File: src/hw/rtl/wla_pkg.sv
package wla_pkg;

    localparam int COORD_BITS = 24;
    localparam int LOOK_W     = 24;
    localparam int WIN_W      = 10;
    localparam int PIDX_W     = 12;
    localparam int CFG_IDX_W  = 1;

    localparam int DIFF_W = COORD_BITS + 1;
    localparam int PROD_W = 2 * DIFF_W;
    localparam int DSQ_W  = PROD_W + 1;
    localparam int ROOT_W = (DSQ_W + 1) / 2;
    localparam int CUM_W  = ((ROOT_W > LOOK_W) ? ROOT_W : LOOK_W) + 1;

    localparam logic [1:0] KIND_APPEND = 2'd0;
    localparam logic [1:0] KIND_CLEAR  = 2'd1;
    localparam logic [1:0] KIND_QUERY  = 2'd2;

    localparam logic [CFG_IDX_W-1:0] CFG_LOOKAHEAD = 1'd0;
    localparam logic [CFG_IDX_W-1:0] CFG_WINDOW    = 1'd1;

    localparam logic [LOOK_W-1:0] LOOK_RESET = 24'd2048;
    localparam logic [WIN_W-1:0]  WIN_RESET  = 10'd100;

    typedef struct packed {
        logic [1:0]                   kind;
        logic signed [COORD_BITS-1:0] coord_x;
        logic signed [COORD_BITS-1:0] coord_y;
    } cmd_t;

    typedef struct packed {
        logic signed [COORD_BITS-1:0] point_x;
        logic signed [COORD_BITS-1:0] point_y;
        logic [PIDX_W-1:0]            point_index;
        logic                         valid_res;
        logic                         last;
        logic                         truncated;
    } res_t;

endpackage

File: src/hw/rtl/wla_isqrt.sv
module wla_isqrt (
    input  logic                       clk,
    input  logic                       rst_n,
    input  logic                       start,
    input  logic [wla_pkg::DSQ_W-1:0]  value,
    output logic                       done,
    output logic [wla_pkg::ROOT_W-1:0] root
);

    localparam int ROOT_W = wla_pkg::ROOT_W;
    localparam int PAD_W  = 2 * ROOT_W;
    localparam int REM_W  = ROOT_W + 3;
    localparam int STEP_W = $clog2(ROOT_W + 1);

    typedef enum logic {
        SQ_IDLE,
        SQ_RUN
    } sq_state_t;

    sq_state_t         state_reg;
    logic [PAD_W-1:0]  val_reg;
    logic [REM_W-1:0]  rem_reg;
    logic [ROOT_W-1:0] root_reg;
    logic [STEP_W-1:0] step_reg;
    logic              done_reg;

    logic [REM_W-1:0]  rem_sh;
    logic [REM_W-1:0]  trial;
    logic              fits;

    assign rem_sh = {rem_reg[REM_W-3:0], val_reg[PAD_W-1 -: 2]};
    assign trial  = {1'b0, root_reg, 2'b01};
    assign fits   = (rem_sh >= trial);

    always_ff @(posedge clk or negedge rst_n)
    begin
        if (!rst_n)
        begin
            state_reg <= SQ_IDLE;
            step_reg  <= '0;
            done_reg  <= 1'b0;
        end
        else
        begin
            done_reg <= 1'b0;
            unique case (state_reg)
                SQ_IDLE:
                begin
                    if (start)
                    begin
                        val_reg   <= PAD_W'(value);
                        rem_reg   <= '0;
                        root_reg  <= '0;
                        step_reg  <= STEP_W'(ROOT_W);
                        state_reg <= SQ_RUN;
                    end
                end
                SQ_RUN:
                begin
                    val_reg <= {val_reg[PAD_W-3:0], 2'b00};
                    if (fits)
                    begin
                        rem_reg  <= rem_sh - trial;
                        root_reg <= {root_reg[ROOT_W-2:0], 1'b1};
                    end
                    else
                    begin
                        rem_reg  <= rem_sh;
                        root_reg <= {root_reg[ROOT_W-2:0], 1'b0};
                    end
                    step_reg <= step_reg - 1'b1;
                    if (step_reg == STEP_W'(1))
                    begin
                        done_reg  <= 1'b1;
                        state_reg <= SQ_IDLE;
                    end
                end
                default:
                begin
                    state_reg <= SQ_IDLE;
                end
            endcase
        end
    end

    assign done = done_reg;
    assign root = root_reg;

endmodule

File: config.mk
export PLATFORM = sky130hd
export DESIGN_NAME = wla_isqrt
export DESIGN_NICKNAME = d
export VERILOG_FILES = /design/src/hw/rtl/wla_pkg.sv /design/src/hw/rtl/wla_isqrt.sv
export SDC_FILE = /design/constraint.sdc
export NUM_CORES = 1
export LEC_CHECK = 0
export ABC_AREA = 1
export BUFFER_PORTS_ARGS = -buffer_cell sky130_fd_sc_hd__buf_4
export CORE_ASPECT_RATIO = 1.2
export CORE_MARGIN = 4
export CORE_UTILIZATION = 55
export DETAILED_ROUTE_END_ITERATION = 7
export PLACE_DENSITY = 0.84
export RECOVER_POWER = 100
export SLEW_MARGIN = 30
export SYNTH_ARGS = -nofsm -noshare
export SYNTH_HDL_FRONTEND = slang
export SYNTH_SLANG_ARGS = --single-unit
File: constraint.sdc
create_clock -name clk -period 12.7 [get_ports clk]
set_input_delay 1.27 -clock clk [delete_from_list [all_inputs] [get_ports clk]]
set_output_delay 1.27 -clock clk [all_outputs]
set_load 0.01 [all_outputs]
# == Word level (Yosys, flattened, before mapping) ==
# Index checks and enable logic that the tools add are counted.
# word_totals
register_bits,112
input_bits,54
out_inout_bits,27
elab_cells,28
# op_classes
n_addsub,2
magnitude_cmp,1
eq_ne,2
n_mux,15
n_bitwise,1
n_reduce_logical,1
# ops
op,n
$pmux W52 S2,1
$mux W27,2
$pmux W27 S2,1
$mux W52,1
$pmux W26 S2,1
$ge A29 B28 Y1,1
$sub A27 B27 Y27,1
$mux W26,1
$pmux W5 S2,1
$eq A5 B1 Y1 const B,1
$mux W1,5
$mux W5,1
$sub A5 B1 Y5 const B,1
$ne A2 B2 Y1 const B,1
$pmux W1 S2,1
$reduce_and A2 Y1,1
$not A1 Y1,1

# == Logic depth before layout (Yosys ltp) ==
# Gate-level depths: netlist of the first run.
# depth
depth_word,3
depth_mapped,16
depth_no_buf,15

# == Least setup slack after synthesis of the first run ==
# No wires, ideal clock.
# synth_path
path_kind,input to register
start,input start
end,"register rem_reg[0], enable pin"
setup_ns,0.570
t_arrival_ns,5.713
required_time_ns,12.130
slack_ns,6.417
path_stages,2
path_buffers,0
path_cell_list,nor2_1 nor2_1
# synth_via
elab_chain_len,2
# synth_rtl
element,line,text
from (decl),wla_isqrt.sv:4,"input logic start,"
$ne A2 B2 Y1 (no source line),--,
$reduce_and A2 Y1 (no source line),--,
to (signal assigned),wla_isqrt.sv:63,rem_reg <= rem_sh - trial;
to (signal assigned),wla_isqrt.sv:68,rem_reg <= rem_sh;
to (decl),wla_isqrt.sv:22,logic [REM_W-1:0] rem_reg;
# No other way between the ends.
# A chain may end at the register's enable or synchronous reset.

# == Worst setup path in the final report of the first run ==
# layout_path
start,register state_reg
end,register step_reg[3]
# layout_via
elab_chain_len,2
elab_cells_between_ends,3
cone_classes,eq/ne (1); mux (1); bitwise (1)
# layout_rtl
element,line,text
from (decl),wla_isqrt.sv:20,sq_state_t state_reg;
from (signal assigned),wla_isqrt.sv:39,state_reg <= SQ_IDLE;
from (signal assigned),wla_isqrt.sv:55,state_reg <= SQ_RUN;
from (signal assigned),wla_isqrt.sv:75,state_reg <= SQ_IDLE;
$not A1 Y1,--,
$pmux W5 S2 or $ne A2 B2 Y1 (tied branches),--,
to (signal assigned),wla_isqrt.sv:54,step_reg <= STEP_W'(ROOT_W);
to (signal assigned),wla_isqrt.sv:71,step_reg <= step_reg - 1'b1;
to (decl),wla_isqrt.sv:24,logic [STEP_W-1:0] step_reg;
# Several ways; a longest one is shown, not always the timed one.

==> results of run 1 <==
cell usage in the layout (no fill, tap or decap), types with 2 or more instances in the layout:
cell                        count
sky130_fd_sc_hd__dfrtp_1        7
sky130_fd_sc_hd__nor4_1         2
sky130_fd_sc_hd__xor2_1         2
sky130_fd_sc_hd__nor2_1        94
sky130_fd_sc_hd__clkbuf_1      32
sky130_fd_sc_hd__o21ai_0        3
sky130_fd_sc_hd__clkinv_4       2
sky130_fd_sc_hd__nand2_1      440
sky130_fd_sc_hd__nand3_1       24
sky130_fd_sc_hd__nand3b_1       3
sky130_fd_sc_hd__and2_1         2
sky130_fd_sc_hd__nor3_1         2
sky130_fd_sc_hd__edfxtp_1     105
sky130_fd_sc_hd__nand4_1       10
sky130_fd_sc_hd__ha_1          30
sky130_fd_sc_hd__buf_4         52
sky130_fd_sc_hd__mux2i_1        2
sky130_fd_sc_hd__clkbuf_16      9
sky130_fd_sc_hd__a21oi_1       16
sky130_fd_sc_hd__xnor2_1       13
sky130_fd_sc_hd__nor2_2         3
sky130_fd_sc_hd__inv_1        168
per-stage QoR:
| stage | utilization | worst slack, ns |
|---|---|---|
| 2_1_floorplan | - | 6.42 |
| 6_report | 0.643 | 7.06 |
| 5_1_grt | 0.643 | 6.40 |
| 3_3_place_gp | 0.628 | 9.83 |
| 4_1_cts | 0.654 | 9.76 |
| 3_5_place_dp | 0.630 | 9.77 |
worst min-delay path by stage:
| stage | start | end | slack (ns) | depth (start not counted) |
|---|---|---|---|---|
| final | step_reg[4] | done | 0.47 | 1 |
| after global routing | step_reg[3] | step_reg[3] | 0.51 | 1 |
| after CTS | step_reg[4] | done | 0.47 | 1 |
| after detailed placement | step_reg[4] | done | 0.45 | 1 |
| after global placement | step_reg[4] | step_reg[4] | 0.47 | 1 |
| after floorplan | step_reg[4] | done | 0.44 | 1 |
routing by layer:
layer	vias up	track usage
met3	29	0.0373
met4	0	0.0924
met2	142	0.362
met5	-	0
met1	2588	0.247
li1	3048	-
logic make-up (layout without fill, tap and decap cells):
group                      after synthesis  count (layout)  synth area share
AOI/OAI and AO/OA                       20              20            0.0147
xor gates and xnor gates                15              15            0.0188
adders and majority gates               30              30            0.0537
buffers and inverters                  192             268             0.106
DFF                                    112             112             0.476
muxes                                    2               2           0.00286
and+or+nand+nor                        584             584             0.328
final cells by class:
cell class | count | area, µm²
fillers | 1111 | 4380
repair buffers | 83 | 507
multi-input cells | 651 | 2930
clock buffers | 10 | 229
clock inverters | 6 | 70.1
flip-flops and latches | 112 | 3330
inverters | 169 | 634
well taps | 161 | 201
where the power goes:
part           internal (µW)  leakage, µW  switching [µW]
registers                621      0.00111            83.1
logic                    415      0.00299             730
clock network            140     0.000145             141
total                   1180      0.00425             954
==> out/metrics.cfg, run 1 <==
[power_and_ir_drop]
power.static_leakage_uw=0.00425
ir_drop_uv=117
power_per_cell_area_mw_per_mm2=270
totalPowerFinal_uw=2130

[clock_network]
clock-sinks=112
htreeDepth=3
cts_setup_buffers=0
clock_latency_ns=0.36
numCtsBuffers=9
cts_max_path_buffers=2
cts_root_buf=sky130_fd_sc_hd__clkbuf_16
post_cts.resized_instances=0
tritoncts=built
post_cts_hold_buffer_count=0
clk_transition_reported_paths_ns=0.08

[run]
max-cap-violations=6

[placed_design]
io_buffers=80
dpl.cell_count=1176
detailed_place.area_mm2=0.00773
gp_congestion=0.941
place_hpwl_mm=11.1

[setup_path]
critical_path_slowest_stage_cell=sky130_fd_sc_hd__clkbuf_1
regToRegEndpoint=step_reg[3]
crit_required_ns=12.98
critical_path.cell_chain=clkbuf_1 > inv_1 > nor4_1 > mux2i_1
critical_path.startpoint_type=register
r2r_slack_ns=7.06
cp_max_fo=57
worstSetupStartpoint=state_reg
crit_cells=4
worstReg2RegStart=state_reg
reg2reg_depth=4
critical_path.n_buffers_inverters=2
worst_ep_arrival_time_ns=5.92
worst_path_dominant_cell_family=buffers and inverters
critical_path.max_stage_delay_ns=1.72
endpoint=step_reg[3]
worst_setup_path_end_kind=register
timing_worst_setup_path_type=register to register

[sta]
min_period_ns=5.64
slew-limit-headroom=-1.03
timing.setup.tns_ns=0
finalSetupViolCount=0
worst_pin_slew_ns=3.05
final-max-slew-violation-count=326
fin_worst_skew_ns=0.0112
achievable-frequency_mhz=177
finalHoldWorstSlack_ns=0.468
rsz0062_at_grt=false
final_hold_vio_count=0
timing.final.crit_share=0.444

[logic_synthesis]
post_synth_inst_count=955
synth-seq-area-share=0.476
ys_top_cells_by_count=sky130_fd_sc_hd__nand2_1 (440), sky130_fd_sc_hd__inv_1 (167), sky130_fd_sc_hd__edfxtp_1 (105)
synth_most_common_cell=sky130_fd_sc_hd__nand2_1
postSynthRegisterBits=112
synth.top_cell.area_share=0.451
netlist.top_cell.by_area=sky130_fd_sc_hd__edfxtp_1
synth_async_sr_flop_share=0.0625
yosys_warnings=0
post_synth_main_area_contributors=sky130_fd_sc_hd__edfxtp_1 (45%), sky130_fd_sc_hd__nand2_1 (24%), sky130_fd_sc_hd__inv_1 (9.0%), sky130_fd_sc_hd__ha_1 (5.4%), sky130_fd_sc_hd__nor2_1 (5.1%)
dominant_register_cell_in_the_synthesized_netlist=sky130_fd_sc_hd__edfxtp_1
ys_types=31
synth-edff-count=105
syn-num-nets=1039
synthesis.area_mm2=0.00700
synth.avg_cell_area_um2=7.33

[routing]
detailroute.via_count=5807
ant_nets=0
firstDrtPassIters=6
dr_wl_met3_um=685
wire_per_inst_um=12.4
iteration_0_drc_count_of_the_detailed_router=370
via_cell_ratio=4.87
drt_drc_violations_left=0
wl_mm=14.8
wirelength_met1_mm=6.33
highest_layer=met4
met2RoutedLength_mm=7.34

[die]
die_w_um=111
floorplan.die.height_um=132
core_region_area_mm2=0.0123
initial_utilization=0.570
ioPinCount=81
std_cell_rows=44
floorplan.die_area_mm2=0.0146

[layout]
final_cell_count_no_fill=1192
finalNetCount=1110
proportion_of_layout_cells_with_a_drive_suffix_above_1=0.0698
layout-area-overhead-vs-synth_pct=12.9
final_design_area_no_fill_mm2=0.00790
antenna_cells_inserted=0
largest_reg_flops=52

[status]
violations_in_the_final_reports=max-capacitance violations, max-slew violations
run_status=finished, violations left

[global_routing]
grt_antenna_before_repair=0
globalRouteTotalUtil=0.206
grt_first_pass_wirelength_mm=24.8
grt_max_degree=59
grt_pass1_vias=5588
overflow=0

[worst_hold_path]
min_path_type=register to register

Power figures use the tool's default switching activity.
==> inputs of run 2 (changes only) <==
Clock period 12.7 ns to 5.7 ns, I/O delays scaled along.
==> run 2 against run 1 <==
- the run still ends with max-capacitance violations, max-slew violations left
- sequential cell count did not move
- total power rose by 130%
- die area did not move
- non-clock buffer count did not move
- cell area rose by 0.57%
- clock skew fell by 0.0018 ns
- sequential power rose by 120%
- cell count did not move
- critical path type unchanged
- largest cell class unchanged
- largest power group unchanged
==> out/metrics.cfg, run 2 (synthesis gave the netlist of run 1 again) <==
[status]
run_status=finished, violations left  ; unchanged
violations_in_the_final_reports=max-capacitance violations, max-slew violations  ; unchanged

[setup_path]
timing_worst_setup_path_type=register to register  ; unchanged
critical_path.startpoint_type=register  ; unchanged
crit_required_ns=5.69  ; was 12.98 ns
worst_ep_arrival_time_ns=3.71  ; was 5.92 ns
reg2reg_depth=4  ; unchanged
regToRegEndpoint=root[20]  ; was step_reg[3]
cp_max_fo=56  ; was 57
worstReg2RegStart=state_reg  ; unchanged
endpoint=root[20]  ; was step_reg[3]
worstSetupStartpoint=state_reg  ; unchanged
r2r_slack_ns=1.99  ; was 7.06 ns
worst_setup_path_end_kind=register  ; unchanged

[global_routing]
grt_max_degree=57  ; was 59
globalRouteTotalUtil=0.207  ; was 0.206
overflow=0  ; unchanged
grt_antenna_before_repair=0  ; unchanged
grt_pass1_vias=5559  ; was 5588
grt_first_pass_wirelength_mm=24.8  ; about the same

[power_and_ir_drop]
power.combinational.fraction=0.534  ; was 0.538
share_clk_of_total_power=0.142  ; was 0.132
power.static_leakage_uw=0.00428  ; was 0.00425 µW
power_per_cell_area_mw_per_mm2=605  ; was 270 mW/mm²
p_switching_uw=2150  ; was 954 µW
internal-power_uw=2660  ; was 1180 µW
switching_share=0.446  ; was 0.448
ir_drop_uv=224  ; was 117 µV
seq_power_share=0.324  ; was 0.330

[sta]
finalHoldWorstSlack_ns=0.134  ; was 0.468 ns
timing.setup.tns_ns=0  ; unchanged
fin_worst_skew_ns=0.00934  ; was 0.0112 ns
finalSetupViolCount=0  ; unchanged
final_hold_vio_count=0  ; unchanged
timing.final.crit_share=0.652  ; was 0.444
slew-limit-headroom=-0.213  ; was -1.03
worst_pin_slew_ns=1.82  ; was 3.05 ns
final-max-slew-violation-count=106  ; was 326
rsz0062_at_grt=false  ; unchanged
min_period_ns=3.71  ; was 5.64 ns
achievable-frequency_mhz=269  ; was 177 MHz

[layout]
layout-area-overhead-vs-synth_pct=13.5  ; was 12.9%
proportion_of_layout_cells_with_a_drive_suffix_above_1=0.0737  ; was 0.0698
final_common_cell=sky130_fd_sc_hd__nand2_1  ; unchanged
final_design_area_no_fill_mm2=0.00794  ; was 0.00790 mm²
finalNetCount=1110  ; unchanged
largest_reg_flops=52  ; unchanged
final_cell_count_no_fill=1192  ; unchanged
final_cell_mix=sky130_fd_sc_hd__nand2_1 (440), sky130_fd_sc_hd__inv_1 (168), sky130_fd_sc_hd__edfxtp_1 (105)  ; unchanged
antenna_cells_inserted=0  ; unchanged

[worst_hold_path]
min_path_type=primary input to asynchronous set/reset pin  ; was register to register

[routing]
ant_nets=0  ; unchanged
firstDrtPassIters=5  ; was 6
wl_mm=14.8  ; about the same
detailroute.via_count=5755  ; was 5807
iteration_0_drc_count_of_the_detailed_router=374  ; was 370
drt_drc_violations_left=0  ; unchanged
via_cell_ratio=4.83  ; was 4.87
wire_per_inst_um=12.4  ; about the same

[die]
floorplan.die.height_um=132  ; unchanged
ioPinCount=81  ; unchanged
initial_utilization=0.570  ; unchanged
core_region_area_mm2=0.0123  ; unchanged
std_cell_rows=44  ; unchanged
floorplan.die_area_mm2=0.0146  ; unchanged
die_w_um=111  ; unchanged

[clock_network]
tritoncts=built  ; unchanged
htreeDepth=3  ; unchanged
clock_latency_ns=0.36  ; about the same
cts_root_buf=sky130_fd_sc_hd__clkbuf_16  ; unchanged
clock-sinks=112  ; unchanged
numCtsBuffers=9  ; unchanged
cts_setup_buffers=0  ; unchanged
cts_max_path_buffers=2  ; unchanged
clk_transition_reported_paths_ns=0.08  ; about the same
post_cts.resized_instances=0  ; unchanged
post_cts_hold_buffer_count=0  ; unchanged

[placed_design]
io_buffers=80  ; unchanged
detailed_place.area_mm2=0.00773  ; unchanged
dpl.cell_count=1176  ; unchanged
gp_congestion=0.968  ; was 0.941
place_hpwl_mm=10.9  ; was 11.1 mm

[run]
max-cap-violations=3  ; was 6

[run 2: how the worst min path moves through the flow]
stage | startpoint | endpoint | slack, ns | cells past startpoint
after CTS | rst_n | step_reg[1] | 0.01 | 1
after global placement | rst_n | step_reg[3] | 0.39 | 1
after global routing | rst_n | done | 0.16 | 1
after detailed placement | rst_n | step_reg[2] | 0.39 | 1
final | rst_n | step_reg[3] | 0.13 | 1
after floorplan | rst_n | done | 0.27 | 0
[run 2: cell type report]
type	count	area, µm²
inverter	169	634
sequential	112	3330
tap	161	201
timing repair buffer	83	531
fill	1103	4340
clock buffer	9	225
clock inverter	7	95.1
multi-input combinational	651	2930
[run 2: metal layers]
| metal | GRT usage | routed length (µm) | vias up |
|---|---|---|---|
| li1 | - | - | 3049 |
| met3 | 0.0483 | 795 | 22 |
| met5 | 0 | 0 | - |
| met1 | 0.252 | 6350 | 2543 |
| met2 | 0.364 | 7360 | 141 |
| met4 | 0.0623 | 283 | 0 |
[run 2: stage by stage]
stage / util / power (µW) / setup slack [ns]
after floorplan: - / 3550 / 0.0335
after global placement: 0.628 / 4080 / 2.56
after detailed placement: 0.630 / 4160 / 2.71
after CTS: 0.656 / 4860 / 2.69
after global routing: 0.647 / 5320 / 1.63
final: 0.647 / 4810 / 1.99
[run 2: power groups by stage]
stage | clock network, µW | registers [µW] | logic, µW
2_1_floorplan | 0 | 1540 | 2010
3_3_place_gp | 0 | 1600 | 2480
3_5_place_dp | 0 | 1580 | 2570
4_1_cts | 692 | 1570 | 2600
5_1_grt | 729 | 1600 | 2990
6_report | 680 | 1560 | 2570
[run 2: worst max-delay path, stage by stage, from the launching register on]
cell and delay [ns]:
sky130_fd_sc_hd__dfrtp_1 1.58, sky130_fd_sc_hd__buf_12 0.34, sky130_fd_sc_hd__nor2_1 0.15, sky130_fd_sc_hd__nor2_4 0.64, sky130_fd_sc_hd__buf_4 0.61
